File: config.mk
export PLATFORM = sky130hd
export DESIGN_NAME = kth_smallest_select
export DESIGN_NICKNAME = d
export VERILOG_FILES = /design/src/sv/kss_pkg.sv /design/src/sv/kss_ram.sv /design/src/sv/kss_cfg.sv /design/src/sv/kss_engine.sv /design/src/sv/kth_smallest_select.sv
export SDC_FILE = /design/constraint.sdc
export NUM_CORES = 2
export LEC_CHECK = 0
export ABC_CLOCK_PERIOD_IN_PS = 9600
export BUFFER_PORTS_ARGS = -buffer_cell sky130_fd_sc_hd__buf_4
export CORE_ASPECT_RATIO = 1.75
export CORE_UTILIZATION = 55
export DETAILED_ROUTE_END_ITERATION = 8
export GPL_TIMING_DRIVEN = 0
export PLACE_DENSITY = 0.76
export SETUP_SLACK_MARGIN = 0.4
export SLEW_MARGIN = 15
export SYNTH_ARGS = -nofsm -noshare
export SYNTH_HDL_FRONTEND = slang
export SYNTH_HIERARCHICAL = 1
export SYNTH_SLANG_ARGS = --single-unit
File: constraint.sdc
create_clock -name clk -period 9.6 [get_ports clk]
set_clock_uncertainty 0.2 [all_clocks]
set_input_delay 1.44 -clock clk [delete_from_list [all_inputs] [get_ports clk]]
set_output_delay 1.44 -clock clk [all_outputs]
set_load 0.05 [all_outputs]
File: src/sv/kss_pkg.sv
// ============================================================================
// kss_pkg
// Shared constants, types and helpers for the k-th smallest selector.
// ============================================================================
package kss_pkg;

    // Element store geometry
    localparam int DEPTH   = 64;
    localparam int DATA_W  = 32;
    localparam int ADDR_W  = $clog2(DEPTH);
    localparam int CNT_W   = ADDR_W + 1;
    localparam int RANK_W  = 6;

    // Pivot generator
    localparam int                 LFSR_W    = 16;
    localparam logic [LFSR_W-1:0]  LFSR_SEED = 16'hACE1;
    localparam logic [LFSR_W-1:0]  LFSR_TAPS = 16'hB400;

    // Register file: one register per 32-bit word
    localparam int                   PADDR_W   = 3;
    localparam int                   REG_IDX_W = PADDR_W - 2;
    localparam logic [REG_IDX_W-1:0] REG_RANK  = '0;

    // Selection sequencer states
    typedef enum logic [3:0] {
        ST_IDLE,
        ST_PICK,
        ST_RD_HI,
        ST_SWAP_A,
        ST_SWAP_B,
        ST_SCAN_RD,
        ST_SCAN_CMP,
        ST_SCAN_SW1,
        ST_SCAN_SW2,
        ST_FIN_WA,
        ST_FIN_WB,
        ST_DONE
    } kss_state_t;

    // One result as it leaves the engine
    typedef struct packed {
        logic                     found;
        logic signed [DATA_W-1:0] value;
    } kss_result_t;

    // Smallest all-ones mask that covers v
    function automatic logic [ADDR_W-1:0] cover_mask(input logic [ADDR_W-1:0] v);
        logic [ADDR_W-1:0] m;
        m = v;
        for (int i = 0; i < ADDR_W; i++) begin
            m = m | (m >> 1);
        end
        return m;
    endfunction

    // Galois LFSR step; never settles at zero
    function automatic logic [LFSR_W-1:0] lfsr_step(input logic [LFSR_W-1:0] s);
        logic [LFSR_W-1:0] n;
        n = s >> 1;
        if (s[0])
        begin
            n = n ^ LFSR_TAPS;
        end
        if (n == '0)
        begin
            n = LFSR_SEED;
        end
        return n;
    endfunction

endpackage

File: src/sv/kss_ram.sv
// ============================================================================
// kss_ram
// Generic single-write, single-read RAM with registered read data.
// ============================================================================
module kss_ram #(
    parameter int WIDTH = 32,
    parameter int DEPTH = 64
) (
    input  logic                     clk,
    input  logic                     we,
    input  logic [$clog2(DEPTH)-1:0] waddr,
    input  logic [WIDTH-1:0]         wdata,
    input  logic [$clog2(DEPTH)-1:0] raddr,
    output logic [WIDTH-1:0]         rdata
);

    logic [WIDTH-1:0] mem [DEPTH];

    // Write port
    always_ff @(posedge clk)
    begin
        if (we)
        begin
            mem[waddr] <= wdata;
        end
    end

    // Registered read port
    always_ff @(posedge clk)
    begin
        rdata <= mem[raddr];
    end

endmodule

File: src/sv/kss_cfg.sv
// ============================================================================
// kss_cfg
// APB register file holding the requested rank.
// ============================================================================
module kss_cfg (
    input  logic                          clk,
    input  logic                          rst_n,
    input  logic                          psel,
    input  logic                          penable,
    input  logic                          pwrite,
    input  logic [kss_pkg::PADDR_W-1:0]   paddr,
    input  logic [31:0]                   pwdata,
    output logic [31:0]                   prdata,
    output logic                          pready,
    output logic [kss_pkg::RANK_W-1:0]    rank
);
    import kss_pkg::*;

    logic [RANK_W-1:0]    rank_reg;
    logic [REG_IDX_W-1:0] reg_idx;
    logic                 wr_req;

    assign pready  = 1'b1;
    assign reg_idx = paddr[PADDR_W-1:2];
    assign wr_req  = psel && penable && pwrite && pready;
    assign rank    = rank_reg;

    // Latch rank on a write request to its address
    always_ff @(posedge clk or negedge rst_n)
    begin
        if (!rst_n)
        begin
            rank_reg <= '0;
        end
        else if (wr_req && (reg_idx == REG_RANK))
        begin
            rank_reg <= pwdata[RANK_W-1:0];
        end
    end

    // Read mux
    always_comb
    begin
        prdata = '0;
        unique case (reg_idx)
            REG_RANK: prdata = 32'(rank_reg);
            default:  prdata = '0;
        endcase
    end

endmodule

File: src/sv/kss_engine.sv
// ============================================================================
// kss_engine
// Loads the element store and runs quickselect over it: Lomuto partition
// passes around an LFSR-drawn pivot, narrowing the window until the pivot
// lands on the requested rank.
// ============================================================================
module kss_engine (
    input  logic                              clk,
    input  logic                              rst_n,
    input  logic                              in_valid,
    output logic                              in_ready,
    input  logic signed [kss_pkg::DATA_W-1:0] in_value,
    input  logic                              in_last,
    input  logic [kss_pkg::RANK_W-1:0]        rank,
    output logic                              res_valid,
    input  logic                              res_ready,
    output kss_pkg::kss_result_t              res
);
    import kss_pkg::*;

    kss_state_t               state_reg, state_next;
    logic [CNT_W-1:0]         count_reg, count_next;
    logic [ADDR_W-1:0]        lo_reg, lo_next;
    logic [ADDR_W-1:0]        hi_reg, hi_next;
    logic [ADDR_W-1:0]        j_reg, j_next;
    logic [ADDR_W-1:0]        fill_reg, fill_next;
    logic [ADDR_W-1:0]        pick_reg, pick_next;
    logic [ADDR_W-1:0]        k_reg, k_next;
    logic [LFSR_W-1:0]        lfsr_reg, lfsr_next;
    logic signed [DATA_W-1:0] pivot_reg, pivot_next;
    logic signed [DATA_W-1:0] cur_reg, cur_next;
    kss_result_t              res_reg, res_next;

    logic              mem_we;
    logic [ADDR_W-1:0] mem_waddr;
    logic [DATA_W-1:0] mem_wdata;
    logic [ADDR_W-1:0] mem_raddr;
    logic [DATA_W-1:0] mem_rdata;

    logic              has_room;
    logic [CNT_W-1:0]  count_new;
    logic [LFSR_W-1:0] lfsr_new;
    logic [ADDR_W-1:0] span_m1;
    logic [ADDR_W-1:0] draw;
    logic [ADDR_W-1:0] offset;

    kss_ram #(
        .WIDTH (DATA_W),
        .DEPTH (DEPTH)
    ) u_store (
        .clk   (clk),
        .we    (mem_we),
        .waddr (mem_waddr),
        .wdata (mem_wdata),
        .raddr (mem_raddr),
        .rdata (mem_rdata)
    );

    assign in_ready  = (state_reg == ST_IDLE);
    assign res_valid = (state_reg == ST_DONE);
    assign res       = res_reg;

    // Load bookkeeping
    assign has_room  = (count_reg < CNT_W'(DEPTH));
    assign count_new = count_reg + CNT_W'(has_room);

    // Pivot draw folded into [lo, hi] with one compare and subtract
    assign lfsr_new = lfsr_step(lfsr_reg);
    assign span_m1  = hi_reg - lo_reg;
    assign draw     = lfsr_new[ADDR_W-1:0] & cover_mask(span_m1);
    assign offset   = (draw > span_m1) ? (draw - span_m1 - ADDR_W'(1)) : draw;

    // State and working registers
    always_ff @(posedge clk or negedge rst_n)
    begin
        if (!rst_n)
        begin
            state_reg <= ST_IDLE;
            count_reg <= '0;
            lo_reg    <= '0;
            hi_reg    <= '0;
            lfsr_reg  <= LFSR_SEED;
        end
        else
        begin
            state_reg <= state_next;
            count_reg <= count_next;
            lo_reg    <= lo_next;
            hi_reg    <= hi_next;
            lfsr_reg  <= lfsr_next;
        end
    end

    // Payload registers
    always_ff @(posedge clk)
    begin
        j_reg     <= j_next;
        fill_reg  <= fill_next;
        pick_reg  <= pick_next;
        k_reg     <= k_next;
        pivot_reg <= pivot_next;
        cur_reg   <= cur_next;
        res_reg   <= res_next;
    end

    // Sequencer: load, partition passes, result hand-off
    always_comb
    begin
        state_next = state_reg;
        count_next = count_reg;
        lo_next    = lo_reg;
        hi_next    = hi_reg;
        j_next     = j_reg;
        fill_next  = fill_reg;
        pick_next  = pick_reg;
        k_next     = k_reg;
        lfsr_next  = lfsr_reg;
        pivot_next = pivot_reg;
        cur_next   = cur_reg;
        res_next   = res_reg;
        mem_we     = 1'b0;
        mem_waddr  = count_reg[ADDR_W-1:0];
        mem_wdata  = in_value;
        mem_raddr  = j_reg;

        unique case (state_reg)
            ST_IDLE:
            begin
                if (in_valid)
                begin
                    // Store the element unless the store is full
                    mem_we     = has_room;
                    count_next = count_new;
                    if (in_last)
                    begin
                        count_next = '0;
                        k_next     = ADDR_W'(rank);
                        lo_next    = '0;
                        hi_next    = ADDR_W'(count_new - CNT_W'(1));
                        if (CNT_W'(rank) < count_new)
                        begin
                            state_next = ST_PICK;
                        end
                        else
                        begin
                            res_next.found = 1'b0;
                            res_next.value = '0;
                            state_next     = ST_DONE;
                        end
                    end
                end
            end

            ST_PICK:
            begin
                // Advance the LFSR and fetch the pivot
                lfsr_next  = lfsr_new;
                pick_next  = lo_reg + offset;
                mem_raddr  = lo_reg + offset;
                state_next = ST_RD_HI;
            end

            ST_RD_HI:
            begin
                pivot_next = mem_rdata;
                mem_raddr  = hi_reg;
                state_next = ST_SWAP_A;
            end

            ST_SWAP_A:
            begin
                // Move the old top entry into the pivot's place
                mem_we     = 1'b1;
                mem_waddr  = pick_reg;
                mem_wdata  = mem_rdata;
                state_next = ST_SWAP_B;
            end

            ST_SWAP_B:
            begin
                mem_we     = 1'b1;
                mem_waddr  = hi_reg;
                mem_wdata  = pivot_reg;
                j_next     = lo_reg;
                fill_next  = lo_reg;
                state_next = ST_SCAN_RD;
            end

            ST_SCAN_RD:
            begin
                if (j_reg == hi_reg)
                begin
                    // Scan done: fetch the entry at the fill point
                    mem_raddr  = fill_reg;
                    state_next = ST_FIN_WA;
                end
                else
                begin
                    mem_raddr  = j_reg;
                    state_next = ST_SCAN_CMP;
                end
            end

            ST_SCAN_CMP:
            begin
                cur_next = mem_rdata;
                if ($signed(mem_rdata) <= pivot_reg)
                begin
                    if (fill_reg == j_reg)
                    begin
                        fill_next  = fill_reg + ADDR_W'(1);
                        j_next     = j_reg + ADDR_W'(1);
                        state_next = ST_SCAN_RD;
                    end
                    else
                    begin
                        mem_raddr  = fill_reg;
                        state_next = ST_SCAN_SW1;
                    end
                end
                else
                begin
                    j_next     = j_reg + ADDR_W'(1);
                    state_next = ST_SCAN_RD;
                end
            end

            ST_SCAN_SW1:
            begin
                // Old fill entry goes to the scan position
                mem_we     = 1'b1;
                mem_waddr  = j_reg;
                mem_wdata  = mem_rdata;
                state_next = ST_SCAN_SW2;
            end

            ST_SCAN_SW2:
            begin
                mem_we     = 1'b1;
                mem_waddr  = fill_reg;
                mem_wdata  = cur_reg;
                fill_next  = fill_reg + ADDR_W'(1);
                j_next     = j_reg + ADDR_W'(1);
                state_next = ST_SCAN_RD;
            end

            ST_FIN_WA:
            begin
                mem_we     = 1'b1;
                mem_waddr  = hi_reg;
                mem_wdata  = mem_rdata;
                state_next = ST_FIN_WB;
            end

            ST_FIN_WB:
            begin
                // Place the pivot and narrow the window toward the rank
                mem_we    = 1'b1;
                mem_waddr = fill_reg;
                mem_wdata = pivot_reg;
                if (fill_reg == k_reg)
                begin
                    res_next.found = 1'b1;
                    res_next.value = pivot_reg;
                    state_next     = ST_DONE;
                end
                else if (fill_reg > k_reg)
                begin
                    hi_next    = fill_reg - ADDR_W'(1);
                    state_next = ST_PICK;
                end
                else
                begin
                    lo_next    = fill_reg + ADDR_W'(1);
                    state_next = ST_PICK;
                end
            end

            ST_DONE:
            begin
                if (res_ready)
                begin
                    state_next = ST_IDLE;
                end
            end

            default:
            begin
                state_next = ST_IDLE;
            end
        endcase
    end

endmodule

File: src/sv/kth_smallest_select.sv
// ============================================================================
// kth_smallest_select
// Order-statistic selector: returns the element of a programmed rank from a
// streamed set of signed values.
// ============================================================================
// Usage:
//   Program the zero-based rank over APB (register 0, byte address 0) while
//   the block is idle. Stream the set on the s_ channel, one signed element
//   per request; s_tlast marks the final element. Up to 64 elements are held;
//   further ones are dropped, but their tlast still closes the set.
//   Loading accepts one element per cycle while the block is idle. After the
//   last element the block runs quickselect in its element RAM: each
//   partition pass reads its window entry by entry and spends extra states on
//   every swap, as the RAM has a single read port and a single write port.
//   The expected total is a few such passes; the worst case is quadratic in
//   the set size. A rank at or beyond the count answers at once.
//   One result per set leaves on the m_ channel: m_tdata holds the value,
//   m_tuser the found flag (value zero when not found).
//   The result sits in an output register; while m_tready is low the block
//   holds it and can already load the next set. Reset empties the set,
//   clears rank to 0 and reseeds the pivot LFSR; no RAM clearing is needed.
// ============================================================================
module kth_smallest_select (
    input  logic                        clk,
    input  logic                        rst_n,
    // Input elements
    input  logic                        s_tvalid,
    output logic                        s_tready,
    input  logic [31:0]                 s_tdata,   // [31:0] value
    input  logic                        s_tlast,
    // Results
    output logic                        m_tvalid,
    input  logic                        m_tready,
    output logic [31:0]                 m_tdata,   // [31:0] kth_value
    output logic [0:0]                  m_tuser,   // [0] found
    // Configuration
    input  logic                        psel,
    input  logic                        penable,
    input  logic                        pwrite,
    input  logic [kss_pkg::PADDR_W-1:0] paddr,
    input  logic [31:0]                 pwdata,
    output logic [31:0]                 prdata,
    output logic                        pready
);
    import kss_pkg::*;

    logic [RANK_W-1:0] rank;
    logic              res_valid;
    logic              res_ready;
    kss_result_t       res;

    logic              m_tvalid_reg;
    kss_result_t       out_reg;

    kss_cfg u_cfg (
        .clk     (clk),
        .rst_n   (rst_n),
        .psel    (psel),
        .penable (penable),
        .pwrite  (pwrite),
        .paddr   (paddr),
        .pwdata  (pwdata),
        .prdata  (prdata),
        .pready  (pready),
        .rank    (rank)
    );

    kss_engine u_engine (
        .clk       (clk),
        .rst_n     (rst_n),
        .in_valid  (s_tvalid),
        .in_ready  (s_tready),
        .in_value  ($signed(s_tdata[DATA_W-1:0])),
        .in_last   (s_tlast),
        .rank      (rank),
        .res_valid (res_valid),
        .res_ready (res_ready),
        .res       (res)
    );

    // Output register takes a new result once the old one is gone
    assign res_ready = !m_tvalid_reg || m_tready;

    always_ff @(posedge clk or negedge rst_n)
    begin
        if (!rst_n)
        begin
            m_tvalid_reg <= 1'b0;
        end
        else if (res_ready)
        begin
            m_tvalid_reg <= res_valid;
        end
    end

    // Hold the result payload
    always_ff @(posedge clk)
    begin
        if (res_valid && res_ready)
        begin
            out_reg <= res;
        end
    end

    assign m_tvalid = m_tvalid_reg;
    assign m_tdata  = out_reg.value;
    assign m_tuser  = out_reg.found;

endmodule

==> run summary <==
DRT Wirelength -> 280.9 mm
Slew Limit Headroom -> 0.1012
Vias/cell -> 6.940
synthesis-stage register bit count -> 2280
adder-cell share of the synthesized area -> 0.009637
CP arrival -> 9.51 ns
Startpoint Class -> flop
initial antenna violation count -> 15
fin. max-slew vios -> 0
Post-DRT Antenna Nets -> 0
Hold Slack -> 0.2196 ns
Max FO, Critical Path -> 10
cell count after synthesis -> 4307
Final Instance Area -> 102800 um^2
post-synthesis compound-gate area fraction -> 0.02946
Die Wd -> 306.6 um
RSZ-0062 raised after global routing -> yes
predominant post-synthesis flop cell -> edfxtp_1
Tmin final -> 9.025 ns
clk_lat worst skew -> 0.84 ns
first-pass GRT wire length -> 383.0 mm
Final Wtd Congestion -> 0.9958
synthesized cell area -> 89320 um^2
cell area after placement -> 95870 um^2
slowest CP cell -> a21oi_2
chip height -> 535.1 um
CTS max path bufs -> 4
Row Count -> 195
vias in the first global route -> 48970
drt wl/cell -> 39.81 um
post-synthesis sequential area ratio -> 0.7604
grt ovf -> 0
Layout area overhead -> 15.07%
outcome -> complete, no violations
Nets -> 4875
Clock transition at path regs -> 0.07 ns
Worst Tran Pin Value -> 1.348 ns
Iteration-0 DRC Markers -> 7652
final worst-path cycle share -> 0.9401
Post-synth EDFFs -> 2202
CP Class -> flop to flop
root buffer cell -> clkbuf_16
Yosys cell types -> 75
H-tree depth -> 4
clock sinks -> 2280
FFs w/ async S/R, synth -> 0.02018
max_cap viols -> 0
DR vias -> 48960
IO Pins -> 143
mean post-synth cell area -> 20.74 um^2
HP Class -> flop to flop
largest family of logic cells by synthesized area -> multiplexers
die area -> 164100 um^2
CTS tree -> built
layout cells sized above 1 -> 0.2918
CTS buffer count -> 188
setup ws final -> 0.5751 ns
final core area utilization -> 0.6373
WP data required -> 10.09 ns
multiplexer share of the synthesized area -> 0.1520
drt pass-1 iters -> 9
Synth Area in XOR/XNOR -> 0.004314
fmax -> 0.1108 GHz
dpl ws -> -1.101 ns
max reg flops -> 2048
DRC Markers -> 0
Fin. Hold Viols -> 0
Synth Area in Simple Gates -> 0.02712
largest net degree at the start of global routing -> 65
Crit. End Element -> flop
Final Setup Violations -> 0
Starting Density -> 0.5539
DPL Wire Length -> 183.5 mm
Ys Warns -> 6
Global Route Usage Sum -> 0.3474
slowest stage delay, CP -> 0.61 ns
port bufs -> 87
CORE AREA -> 161300 um^2
metal layers:
metal | track usage | wire (um)
met3 | 0.07681 | 31590
met5 | 0 | 187
met2 | 0.5917 | 140300
met4 | 0.3011 | 31530
met1 | 0.3630 | 77240
critical path: cells and delay by family (launching register included):
family                     cells  cell delay [ns]
AOI/OAI and AO/OA             12             2.66
and+or+nand+nor                8             2.22
buffers and inverters          6             1.42
adders and majority gates      4             1.20
DFF                            1             0.43
xor gates and xnor gates       2             0.37
muxes                          1             0.37
layout make-up:
| cell class | count | area, um^2 |
|---|---|---|
| sequential | 2280 | 67930 |
| fill | 10170 | 58490 |
| multi-input combinational | 1732 | 21140 |
| clock buffer | 234 | 5075 |
| timing repair buffer | 212 | 3087 |
| tap | 2167 | 2711 |
| buffer | 251 | 1600 |
| clock inverter | 100 | 964.7 |
| inverter | 68 | 255.2 |
| antenna | 11 | 27.53 |
cell families after synthesis:
kind of cell,count (synthesis)
other,2
AOI/OAI and AO/OA,388
and+or+nand+nor,532
adders and majority gates,67
xor gates and xnor gates,44
muxes,674
DFF,2280
buffers and inverters,320
cells in the final DEF, fill, tap and decap left out, types with 18 or more instances in the layout:
cell,netlist,final
clkbuf_1,113,94
o22ai_1,85,63
edfxtp_1,2202,2202
clkbuf_16,0,194
nand2b_1,23,23
clkinv_1,0,35
nand2_4,0,22
mux2_2,19,19
ha_1,64,64
buf_2,58,41
clkinv_2,0,28
o21ai_0,32,32
buf_16,0,28
clkbuf_4,0,25
xnor2_1,25,24
mux2i_1,110,101
nor2_4,0,62
bufinv_16,0,18
nand3_1,20,20
mux4_2,544,544
conb_1,2,27
buf_6,6,30
buf_4,52,170
dfrtp_1,38,38
nand2_1,170,136
clkbuf_2,0,23
a22oi_1,19,18
nor2_1,209,142
a21oi_1,112,86
nor2b_1,24,24
o221ai_1,31,29
inv_1,68,67
buf_12,0,72
xor2_1,19,19
dfxtp_1,32,32
a222oi_1,34,34
stage by stage:
step / setup TNS, ns / std cells
2_1_floorplan: 0 / 4332
3_3_place_gp: -43.28 / 6586
3_5_place_dp: -20.25 / 6706
4_1_cts: 0 / 7041
5_1_grt: 0 / 7045
6_report: 0 / 7055
path summary, 6_finish.rpt:
kind                               startpoint                         to  slack (ns)  cells after the start
hold / removal                u_engine/res[1]                 m_tdata[1]        0.22                      0
min in group asynchronous               rst_n         u_engine/lo_reg[0]        0.42                      1
hold reg to reg               u_engine/res[1]                 m_tdata[1]        0.22                      0
setup / recovery           u_engine/hi_reg[0]  u_engine/u_store/rdata[0]        0.58                     33
setup reg to reg           u_engine/hi_reg[0]  u_engine/u_store/rdata[0]        0.58                     33
max in group asynchronous               rst_n      u_engine/state_reg[3]        8.35                      1
timing repair:
action,in CTS,in global routing
hold buffers,0,0
pin swaps,1,3
gates resized for setup,152,143
endpoints found under the hold margin,0,0
endpoints found under the setup margin,32,32
setup buffers,2,3
cells in the mapped netlist, types with 19 or more instances:
cell type  count  area share
edfxtp_1    2202        0.74
mux4_2       544        0.14
nor2_1       209      0.0088
nand2_1      170      0.0071
clkbuf_1     113      0.0047
a21oi_1      112      0.0063
mux2i_1      110       0.012
o22ai_1       85      0.0060
inv_1         68      0.0029
ha_1          64      0.0090
buf_2         58      0.0032
buf_4         52      0.0044
dfrtp_1       38       0.011
a222oi_1      34      0.0038
dfxtp_1       32      0.0072
o21ai_0       32      0.0018
o221ai_1      31      0.0030
xnor2_1       25      0.0025
nor2b_1       24      0.0017
buf_1         23     0.00097
nand2b_1      23      0.0016
nand3_1       20      0.0011
a22oi_1       19      0.0016
mux2_2        19      0.0024
xor2_1        19      0.0019
Power is not shown: default switching activity piles up to over one toggle a cycle in this logic, so the estimate is an artifact.
